--- src/hdl/assert_macros.svh ---
`ifndef ASSERT_MACROS_SVH
`define ASSERT_MACROS_SVH

// Concurrent check on clk_i, idle while rst_ni is low.
`define ASSERT_CLK(lbl, prop, msg) \
  lbl: assert property (@(posedge clk_i) disable iff (!rst_ni) prop) else $error(msg);

// Expression that must never hold at a clock edge.
`define ASSERT_NEVER(lbl, expr, msg) \
  lbl: assert property (@(posedge clk_i) disable iff (!rst_ni) !(expr)) else $error(msg);

`endif

--- src/hdl/cfu_pkg.sv ---
package cfu_pkg;

  localparam int unsigned AddrW  = 16;
  localparam int unsigned KindW  = 5;
  localparam int unsigned FlagW  = 4;
  localparam int unsigned ExtraW = 4;

  localparam logic [AddrW-1:0]  SpReset    = 16'hFFFE;
  localparam logic [AddrW-1:0]  PcReset    = 16'h0000;
  localparam logic [7:0]        VectorMask = 8'hFF;
  localparam logic [AddrW-1:0]  WordStep   = 16'd2;
  localparam logic [ExtraW-1:0] ExtraJump  = 4'd4;
  localparam logic [ExtraW-1:0] ExtraCall  = 4'd12;
  localparam logic [ExtraW-1:0] ExtraNone  = 4'd0;

  typedef enum logic [KindW-1:0] {
    K_NOP    = 5'd0,
    K_CCF    = 5'd1,
    K_SCF    = 5'd2,
    K_HALT   = 5'd3,
    K_STOP   = 5'd4,
    K_DI     = 5'd5,
    K_EI     = 5'd6,
    K_JP     = 5'd7,
    K_JPCC   = 5'd8,
    K_JPHL   = 5'd9,
    K_JR     = 5'd10,
    K_JRCC   = 5'd11,
    K_CALL   = 5'd12,
    K_CALLCC = 5'd13,
    K_RET    = 5'd14,
    K_RETCC  = 5'd15,
    K_RETI   = 5'd16,
    K_RST    = 5'd17
  } kind_e;

endpackage

--- src/hdl/sm83_control_flow_unit.sv ---
// Executes one control instruction (flag ops, HALT, STOP, DI, EI, jumps, calls,
// returns, restarts) per transfer and keeps PC, SP, flags and interrupt state.
// One instruction is taken every cycle while the input is not stalled; a result
// passes the input register, then the result register. Back-pressure on the
// result side stalls the input side only once both registers hold items.
// After reset PC is 0x0000, SP is 0xFFFE and all flags and control bits are 0.
`include "assert_macros.svh"

module sm83_control_flow_unit
  import cfu_pkg::*;
(
  input  logic              clk_i,
  input  logic              rst_ni,
  input  logic              in_valid_i,
  output logic              in_ready_o,
  input  logic [KindW-1:0]  kind_i,
  input  logic              taken_i,
  input  logic [AddrW-1:0]  operand_word_i,
  input  logic [AddrW-1:0]  stack_word_i,
  input  logic [AddrW-1:0]  hl_value_i,
  output logic              out_valid_o,
  input  logic              out_ready_i,
  output logic [AddrW-1:0]  next_pc_o,
  output logic [AddrW-1:0]  next_sp_o,
  output logic              push_enable_o,
  output logic [AddrW-1:0]  push_address_o,
  output logic [AddrW-1:0]  push_data_o,
  output logic [FlagW-1:0]  flag_bits_o,
  output logic              irq_enable_o,
  output logic              enable_pending_o,
  output logic              is_halted_o,
  output logic              is_stopped_o,
  output logic [ExtraW-1:0] extra_cycles_o
);

  logic             in_vld_q;
  logic [KindW-1:0] kind_q;
  logic             taken_q;
  logic [AddrW-1:0] opw_q, stw_q, hl_q;

  logic             out_vld_q;
  logic             out_load;

  logic [AddrW-1:0] pc_q, pc_d, sp_q, sp_d;
  logic [FlagW-1:0] flags_q, flags_d;
  logic             ime_q, ime_d, pend_q, pend_d, halt_q, halt_d, stop_q, stop_d;
  logic             push_d;
  logic [AddrW-1:0] push_addr_d, push_data_d;
  logic [ExtraW-1:0] extra_d;

  logic [AddrW-1:0] push_addr_q, push_data_q;
  logic             push_q;
  logic [ExtraW-1:0] extra_q;

  assign out_load   = in_vld_q && (!out_vld_q || out_ready_i);
  assign in_ready_o = !in_vld_q || out_load;

  always_ff @(posedge clk_i or negedge rst_ni) begin
    if (!rst_ni) begin
      in_vld_q <= 1'b0;
    end else if (in_ready_o) begin
      in_vld_q <= in_valid_i;
    end
  end

  always_ff @(posedge clk_i) begin
    if (in_ready_o && in_valid_i) begin
      kind_q  <= kind_i;
      taken_q <= taken_i;
      opw_q   <= operand_word_i;
      stw_q   <= stack_word_i;
      hl_q    <= hl_value_i;
    end
  end

  logic [AddrW-1:0] pc_p1, pc_p2, rel_off, call_sp;

  always_comb begin
    pc_p1   = pc_q + AddrW'(1);
    pc_p2   = pc_q + WordStep;
    rel_off = {{(AddrW-8){opw_q[7]}}, opw_q[7:0]};
    call_sp = sp_q - WordStep;

    pc_d        = pc_q;
    sp_d        = sp_q;
    flags_d     = flags_q;
    ime_d       = ime_q;
    halt_d      = halt_q;
    stop_d      = stop_q;
    push_d      = 1'b0;
    push_addr_d = '0;
    push_data_d = '0;
    extra_d     = ExtraNone;

    case (kind_e'(kind_q))
      K_CCF:  flags_d = {flags_q[3], 2'b00, ~flags_q[0]};
      K_SCF:  flags_d = {flags_q[3], 2'b00, 1'b1};
      K_HALT: halt_d = 1'b1;
      K_STOP: stop_d = 1'b1;
      K_DI:   ime_d = 1'b0;
      K_JP:   pc_d = opw_q;
      K_JPCC: begin
        pc_d = taken_q ? opw_q : pc_p2;
        if (taken_q) extra_d = ExtraJump;
      end
      K_JPHL: pc_d = hl_q;
      K_JR:   pc_d = pc_p1 + rel_off;
      K_JRCC: begin
        pc_d = taken_q ? pc_p1 + rel_off : pc_p1;
        if (taken_q) extra_d = ExtraJump;
      end
      K_CALL, K_CALLCC: begin
        pc_d = pc_p2;
        if (kind_e'(kind_q) == K_CALL || taken_q) begin
          pc_d        = opw_q;
          sp_d        = call_sp;
          push_d      = 1'b1;
          push_addr_d = call_sp;
          push_data_d = pc_p2;
        end
        if (kind_e'(kind_q) == K_CALLCC && taken_q) extra_d = ExtraCall;
      end
      K_RET, K_RETI: begin
        pc_d = stw_q;
        sp_d = sp_q + WordStep;
        if (kind_e'(kind_q) == K_RETI) ime_d = 1'b1;
      end
      K_RETCC: begin
        if (taken_q) begin
          pc_d    = stw_q;
          sp_d    = sp_q + WordStep;
          extra_d = ExtraCall;
        end
      end
      K_RST: begin
        pc_d        = {{(AddrW-8){1'b0}}, opw_q[7:0] & VectorMask};
        sp_d        = call_sp;
        push_d      = 1'b1;
        push_addr_d = call_sp;
        push_data_d = pc_q;
      end
      default: ;
    endcase

    if (pend_q && kind_e'(kind_q) != K_DI) ime_d = 1'b1;
    pend_d = (kind_e'(kind_q) == K_EI);
  end

  always_ff @(posedge clk_i or negedge rst_ni) begin
    if (!rst_ni) begin
      pc_q      <= PcReset;
      sp_q      <= SpReset;
      flags_q   <= '0;
      ime_q     <= 1'b0;
      pend_q    <= 1'b0;
      halt_q    <= 1'b0;
      stop_q    <= 1'b0;
      out_vld_q <= 1'b0;
    end else begin
      if (out_load) begin
        pc_q    <= pc_d;
        sp_q    <= sp_d;
        flags_q <= flags_d;
        ime_q   <= ime_d;
        pend_q  <= pend_d;
        halt_q  <= halt_d;
        stop_q  <= stop_d;
      end
      if (out_load) begin
        out_vld_q <= 1'b1;
      end else if (out_ready_i) begin
        out_vld_q <= 1'b0;
      end
    end
  end

  always_ff @(posedge clk_i) begin
    if (out_load) begin
      push_q      <= push_d;
      push_addr_q <= push_addr_d;
      push_data_q <= push_data_d;
      extra_q     <= extra_d;
    end
  end

  assign out_valid_o      = out_vld_q;
  assign next_pc_o        = pc_q;
  assign next_sp_o        = sp_q;
  assign push_enable_o    = push_q;
  assign push_address_o   = push_addr_q;
  assign push_data_o      = push_data_q;
  assign flag_bits_o      = flags_q;
  assign irq_enable_o     = ime_q;
  assign enable_pending_o = pend_q;
  assign is_halted_o      = halt_q;
  assign is_stopped_o     = stop_q;
  assign extra_cycles_o   = extra_q;

  `ASSERT_CLK(a_push_at_sp, out_vld_q && push_q |-> push_addr_q == sp_q, "push address is not new SP")
  `ASSERT_CLK(a_no_push_zero, out_vld_q && !push_q |-> push_addr_q == '0 && push_data_q == '0, "idle push fields not zero")
  `ASSERT_CLK(a_halt_sticky, halt_q && stop_q |=> halt_q && stop_q, "halt or stop cleared")
  `ASSERT_NEVER(a_extra_code, out_vld_q && extra_q != ExtraNone && extra_q != ExtraJump && extra_q != ExtraCall, "bad extra cycle count")

endmodule
--- config.mk ---
export PLATFORM = sky130hd
export DESIGN_NAME = sm83_control_flow_unit
export DESIGN_NICKNAME = d
export VERILOG_FILES = /design/src/hdl/cfu_pkg.sv /design/src/hdl/sm83_control_flow_unit.sv
export VERILOG_INCLUDE_DIRS = /design/src /design/src/hdl
export SDC_FILE = /design/constraint.sdc
export NUM_CORES = 1
export LEC_CHECK = 0
export BUFFER_PORTS_ARGS = -buffer_cell sky130_fd_sc_hd__buf_2
export CAP_MARGIN = 15
export CORE_UTILIZATION = 45
export CTS_BUF_LIST = sky130_fd_sc_hd__clkbuf_8 sky130_fd_sc_hd__clkbuf_16
export DETAILED_ROUTE_END_ITERATION = 10
export PLACE_DENSITY = 0.66
export SYNTH_ARGS = -nofsm -noshare
export SYNTH_HDL_FRONTEND = slang
export SYNTH_SLANG_ARGS = --single-unit
--- constraint.sdc ---
create_clock -name clk_i -period 4.2 [get_ports clk_i]
set_clock_uncertainty 0.05 [all_clocks]
set_input_delay 0.63 -clock clk_i [delete_from_list [all_inputs] [get_ports clk_i]]
set_output_delay 0.63 -clock clk_i [all_outputs]
set_load 0.02 [all_outputs]
==> Yosys cells after proc, flatten, opt, wreduce, memory -nomap -nowiden <==
Cells that the tools add are included.
{ "op_classes": {"addsub": 5, "n_eq_ne": 21, "mux": 24, "bitwise_logic": 1, "n_reduce_logical": 23} }
{ "ops": {"columns": ["operator", "n"], "rows": [
  ["$pmux 16 s9", 1],
  ["$mux 16", 8],
  ["$pmux 16 s2", 2],
  ["$pmux 16 s4", 1],
  ["$eq 5x4->1 const B", 8],
  ["$add 16x2->16 const B", 2],
  ["$eq 5x3->1 const B", 4],
  ["$add 16x1->16 const B", 1],
  ["$add 16x16->16", 1],
  ["$sub 16x2->16 const B", 1],
  ["$pmux 4 s3", 1],
  ["$eq 5x2->1 const B", 2],
  ["$eq 5x5->1 const B", 2],
  ["$reduce_bool 9->1", 1],
  ["$mux 4", 2],
  ["$pmux 3 s2", 1],
  ["$reduce_and 2->1", 3],
  ["$reduce_and 3->1", 2],
  ["$reduce_or 2->1", 3],
  ["$eq 5x1->1 const B", 1],
  ["$mux 1", 5],
  ["$ne 5x3->1 const B", 1],
  ["$logic_and 1x1->1", 4],
  ["$ne 2x2->1 const B", 2],
  ["other kinds (10)", 15]
]} }
{ "totals": {"regBits": 132, "output_inout_bits": 79, "word_cells": 92} }

==> Longest topological paths before layout <==
{ "depth": {"depth_word": 5, "ltp_mapped": 13, "mapped_depth_nobuf": 13} }

==> Least setup slack after synthesis <==
Ideal clock, no wire load.
{ "synth_path": {"kind": "register -> register", "startpoint": "reg pc_q[1] (netlist: next_pc_o[1])", "endpoint": "reg pc_q[12] (netlist: next_pc_o[12])", "setup_ns": 0.128, "arrival_ns": 3.075, "t_required_ns": 4.022, "setup_slack_ns": 0.947, "stages_incl_launch_ff": 14, "period_less_slack_ns": 3.253, "cell_sequence": "dfrtp_1 ha_1 nand3_1 nor3_1 nand2_1 xnor2_1 ha_1 a21oi_1 o21ai_0 or3_1 o21ai_0 xnor2_1 a211oi_1 nor3_1"} }
{ "synth_between": {"elab_chain_len": 4} }
{ "synth_lines": {"columns": ["element", "line", "rtl"], "rows": [
  ["start, declared", "sm83_control_flow_unit.sv:44", "logic [AddrW-1:0] pc_q, pc_d, sp_q, sp_d;"],
  ["start signal, assigned", "sm83_control_flow_unit.sv:151", "pc_q <= PcReset;"],
  ["start signal, assigned", "sm83_control_flow_unit.sv:161", "pc_q <= pc_d;"],
  ["$add 16x1->16", "sm83_control_flow_unit.sv:79", "pc_p1 = pc_q + AddrW'(1);"],
  ["$add 16x16->16", "sm83_control_flow_unit.sv:107, sm83_control_flow_unit.sv:109", null],
  ["$mux 16", "sm83_control_flow_unit.sv:109", "pc_d = taken_q ? pc_p1 + rel_off : pc_p1;"],
  ["$pmux 16 s9 (*)", "sm83_control_flow_unit.sv:95", "case (kind_e'(kind_q))"]
]} }
Every way passes the cells marked *; elsewhere a longest branch is shown, timed or not.
A chain may end at the register's enable or synchronous reset.

==> Worst setup path in the final report <==
{ "layout_path": {"startpoint": "reg pc_q[2] (netlist: next_pc_o[2])", "endpoint": "reg pc_q[12] (netlist: next_pc_o[12])"} }
Same word-level chain as after synthesis.

==> impl_results.md <==
* Status: completed
* GP Congestion at approximately 0.9
* H-tree depth at 4
* Vias in the first global route at between 5k and 6k
* Grt ovf at 0
* Die ar. at about 0.016 mm2
* Initial DRC Count at roughly 520
* TNS Setup at 0 ns
* Combinational share of power at between 30% and 40%
* Power Dens Cells at approximately 560 mW/mm2
* P_int at 0.00301 W
* Diode count at 0
* Most numerous cell in the Yosys netlist: edfxtp_1
* Critical-path top delay cell: dfrtp_1
* Post-DP HPWL at 13.8 mm
* Post-synth top area share at between 30% and 40%
* Final min period at 3.73 ns
* R2R cell count at 13
* Cell at the root of the clock tree: clkbuf_16
* Crit path capture type: flip-flop
* Initial antenna violation count at 0
* Psw at approximately 0.0017 W
* DR vias at approximately 5.9k
* Share of power burned in registers at 40.2%
* Worst VDD drop at slightly above 0.3 mV
* Chip Width at between 100 and 150 um
* Top post-synthesis cells by area: edfxtp_1 37%, dfrtp_1 8.0%, dfstp_2 5.5%
* Antenna Nets Post-Route at 0
* IO buf count at between 100 and 150
* Clk sinks at between 100 and 150
* Tcrit/Tclk final at between 80% and 90%
* Hold Path Class: input port to async pin
* Initial core utilization at approximately 47%
* Pleak at between 3 and 4 nW
* Cell accounting for the most synthesized area: edfxtp_1
* Reg-to-reg startpoint: next_pc_o[2]
* EDFF count, synth at about 90
* Max cap viols at 0
* Post-Syn Area per Cell at roughly 10 um2
* Final WL at 18.9 mm
* Pins Over Slew Limit at 0
* Cells after Synth at 703
* Ys async rst share at between 30 and 40%
* Largest net degree at the start of global routing at 55
* Share of layout cells above drive strength 1 at between 20% and 30%
* Data required, critical path at ~4.5 ns
* Crit Path Class: flip-flop to flip-flop
* Overall Global Routing Usage at between 20% and 30%
* Max Root-Sink Buffers at 2
* # rows at 45
* Fmax at 268 MHz
* Worst slew pin tran at around 1.1 ns
* Worst-Skew Late Latency at 0.43 ns
* DRC violations left at 0
* Endpoints failing setup at 0
* Synth Register Bits at ~130
* Post-synthesis sequential area ratio at around half
* Crit Path Max Fanout at 10
* Post-Place Worst Slack at approximately 0.57 ns
* Crit path from: next_pc_o[2]
* Clock share of power at 28.2%
* Sw Share at a little over a third
* Primary FF master, synth: edfxtp_1
* Post-CTS Setup Inserts at 0
* Hold_buf cts at 0
* Final net count at between 800 and 900
* Pre-Repair DR Iteration Count at 5
* Slew margin rel. at between 20% and 30%
* Worst-path cell chain: ha_1, nand3_1, nor3_1, nand2_1, xnor2_1, ha_1, a21oi_1, o21ai_0, or3_1, o21ai_0, xnor2_1, a211oi_1, nor3_1
* Global-route wire length before repair at 29.7 mm
* TritonCTS clock tree: built
* Die Ht at around 130 um
* CP arrival at 3.99 ns
* Routed WL per cell at around 18 um
* Count of cell types in the netlist at 75
* Area delta synth->final at 18.4%
* CTS Buf Count at 17
* # fillers at between 1k and 1.5k
* Final worst slack at about 0.47 ns
* Final std cells w/o fill at roughly 1.0k
* RSZ-0062 raised after global routing: no
* Post-Syn Area at between 0.007 and 0.008 mm2
* CP peak stage delay at roughly 0.52 ns
* Final hold viol count at 0
* Clk slew on worst S/H paths at about 0.060 ns
* Ports at ~140
* Yosys Warn Count at 0
* Placed cell count at 1008
* CP Launch Type: flip-flop
* Post-CTS Resized at 0
* Most frequent cells after synthesis: 88 x edfxtp_1, 87 x nand2_1, 57 x nor2_1
* Core Area at 0.0154 mm2
* Via density at 5.67
==> cell usage in the layout (no fill, tap or decap), types with 4 or more instances in the layout <==
master     instances
buf_2            129
edfxtp_1          88
nand2_1           87
nor2_1            57
a21oi_1           37
xnor2_1           36
o21ai_0           32
xor2_1            23
dfrtp_1           23
ha_1              21
nor3_1            19
nand3_1           18
inv_1             18
clkbuf_16         17
nand2b_1          16
o21ai_1           15
dfstp_2           15
nand4_1           14
a221oi_1          13
a31oi_1           11
a22oi_1           10
o211ai_1           8
conb_1             7
nor2b_1            6
clkinv_2           6
buf_4              6
and4_1             5
and3_1             5
o22ai_1            5
a211oi_1           5
o31ai_1            4
or3_1              4
a222oi_1           4
==> routing by layer <==
layer	wire (um)	track usage (%)	up-vias
li1	-	-	2813
met1	8310	32.0	2780
met2	8720	37.2	274
met3	1350	6.39	33
met4	476	10.6	0
met5	0	0	-
==> layout make-up <==
| type | count | area (um2) | share of cell area, % |
|---|---|---|---|
| Sequential cell | 126 | 3610 | 42.6 |
| Multi-Input combinational cell | 522 | 3300 | 38.9 |
| Timing Repair Buffer | 136 | 711 | 8.38 |
| Clock buffer | 19 | 453 | 5.34 |
| Tap cell | 211 | 264 | 3.11 |
| Clock inverter | 13 | 86.3 | 1.02 |
| Inverter | 14 | 52.6 | 0.620 |
==> registers in the layout, indices dropped and copies added (netlist names) <==
signal / count
in_vld_q: 1
extra_cycles_o: 2
next_pc_o: 16
is_stopped_o: 1
flag_bits_o: 1
irq_enable_o: 1
enable_pending_o: 1
out_valid_o: 1
next_sp_o: 15
is_halted_o: 1
push_data_o: 16
hl_q: 16
opw_q: 16
push_address_o: 15
kind_q: 5
taken_q: 1
push_enable_o: 1
stw_q: 16
==> cells by family after synthesis <==
| kind of cell | share of synthesized area (%) |
|---|---|
| AO/OA/AOI/OAI | 16.4 |
| XOR/XNOR | 7.44 |
| adder cells (fa/ha/maj) | 3.95 |
| buffers and inverters | 3.86 |
| flip-flops | 50.4 |
| multiplexers | 0.140 |
| other | 0.0523 |
| AND/OR/NAND/NOR | 17.8 |
==> power by group through the flow <==
| stage | Sequential, W | Clock, W | Combinational (W) |
|---|---|---|---|
| 4_1_cts | 0.00189 | 0.00136 | 0.00149 |
| 5_1_grt | 0.00194 | 0.00142 | 0.00163 |
| 3_3_place_gp | 0.00191 | 0 | 0.00146 |
| 6_report | 0.00190 | 0.00133 | 0.00150 |
| 3_5_place_dp | 0.00192 | 0 | 0.00148 |
| 2_1_floorplan | 0.00194 | 0 | 0.00103 |
==> metrics by stage <==
step | hold WS, ns | utilization [%] | instance area [um2] | power, W
floorplan | 0.284 | - | 7190 | 0.00297
global placement | 0.409 | 51.5 | 7920 | 0.00336
detailed placement | 0.410 | 51.5 | 7920 | 0.00340
CTS | 0.309 | 55.1 | 8460 | 0.00475
global route | 0.303 | 55.2 | 8480 | 0.00499
finish | 0.320 | 55.2 | 8480 | 0.00473
==> path summary, 6_finish.rpt <==
check / slack, ns / end
worst min-delay path: 0.32 / flag_bits_o[0]
worst min register to register: 0.42 / is_stopped_o
max in group asynchronous: 3.16 / next_pc_o[3]
worst max-delay path: 0.47 / next_pc_o[12]
worst max register to register: 0.47 / next_pc_o[12]
min in group clk_i: 0.32 / kind_q[3]
==> critical path: cells and delay by family, from the launching register on <==
family          cells  cell delay, ns
xor+xnor            2            0.26
compound gates      4            0.81
fa+ha+maj           2            0.69
flops               1            0.52
simple gates        5            1.28
(Power assumes the default switching activity.)
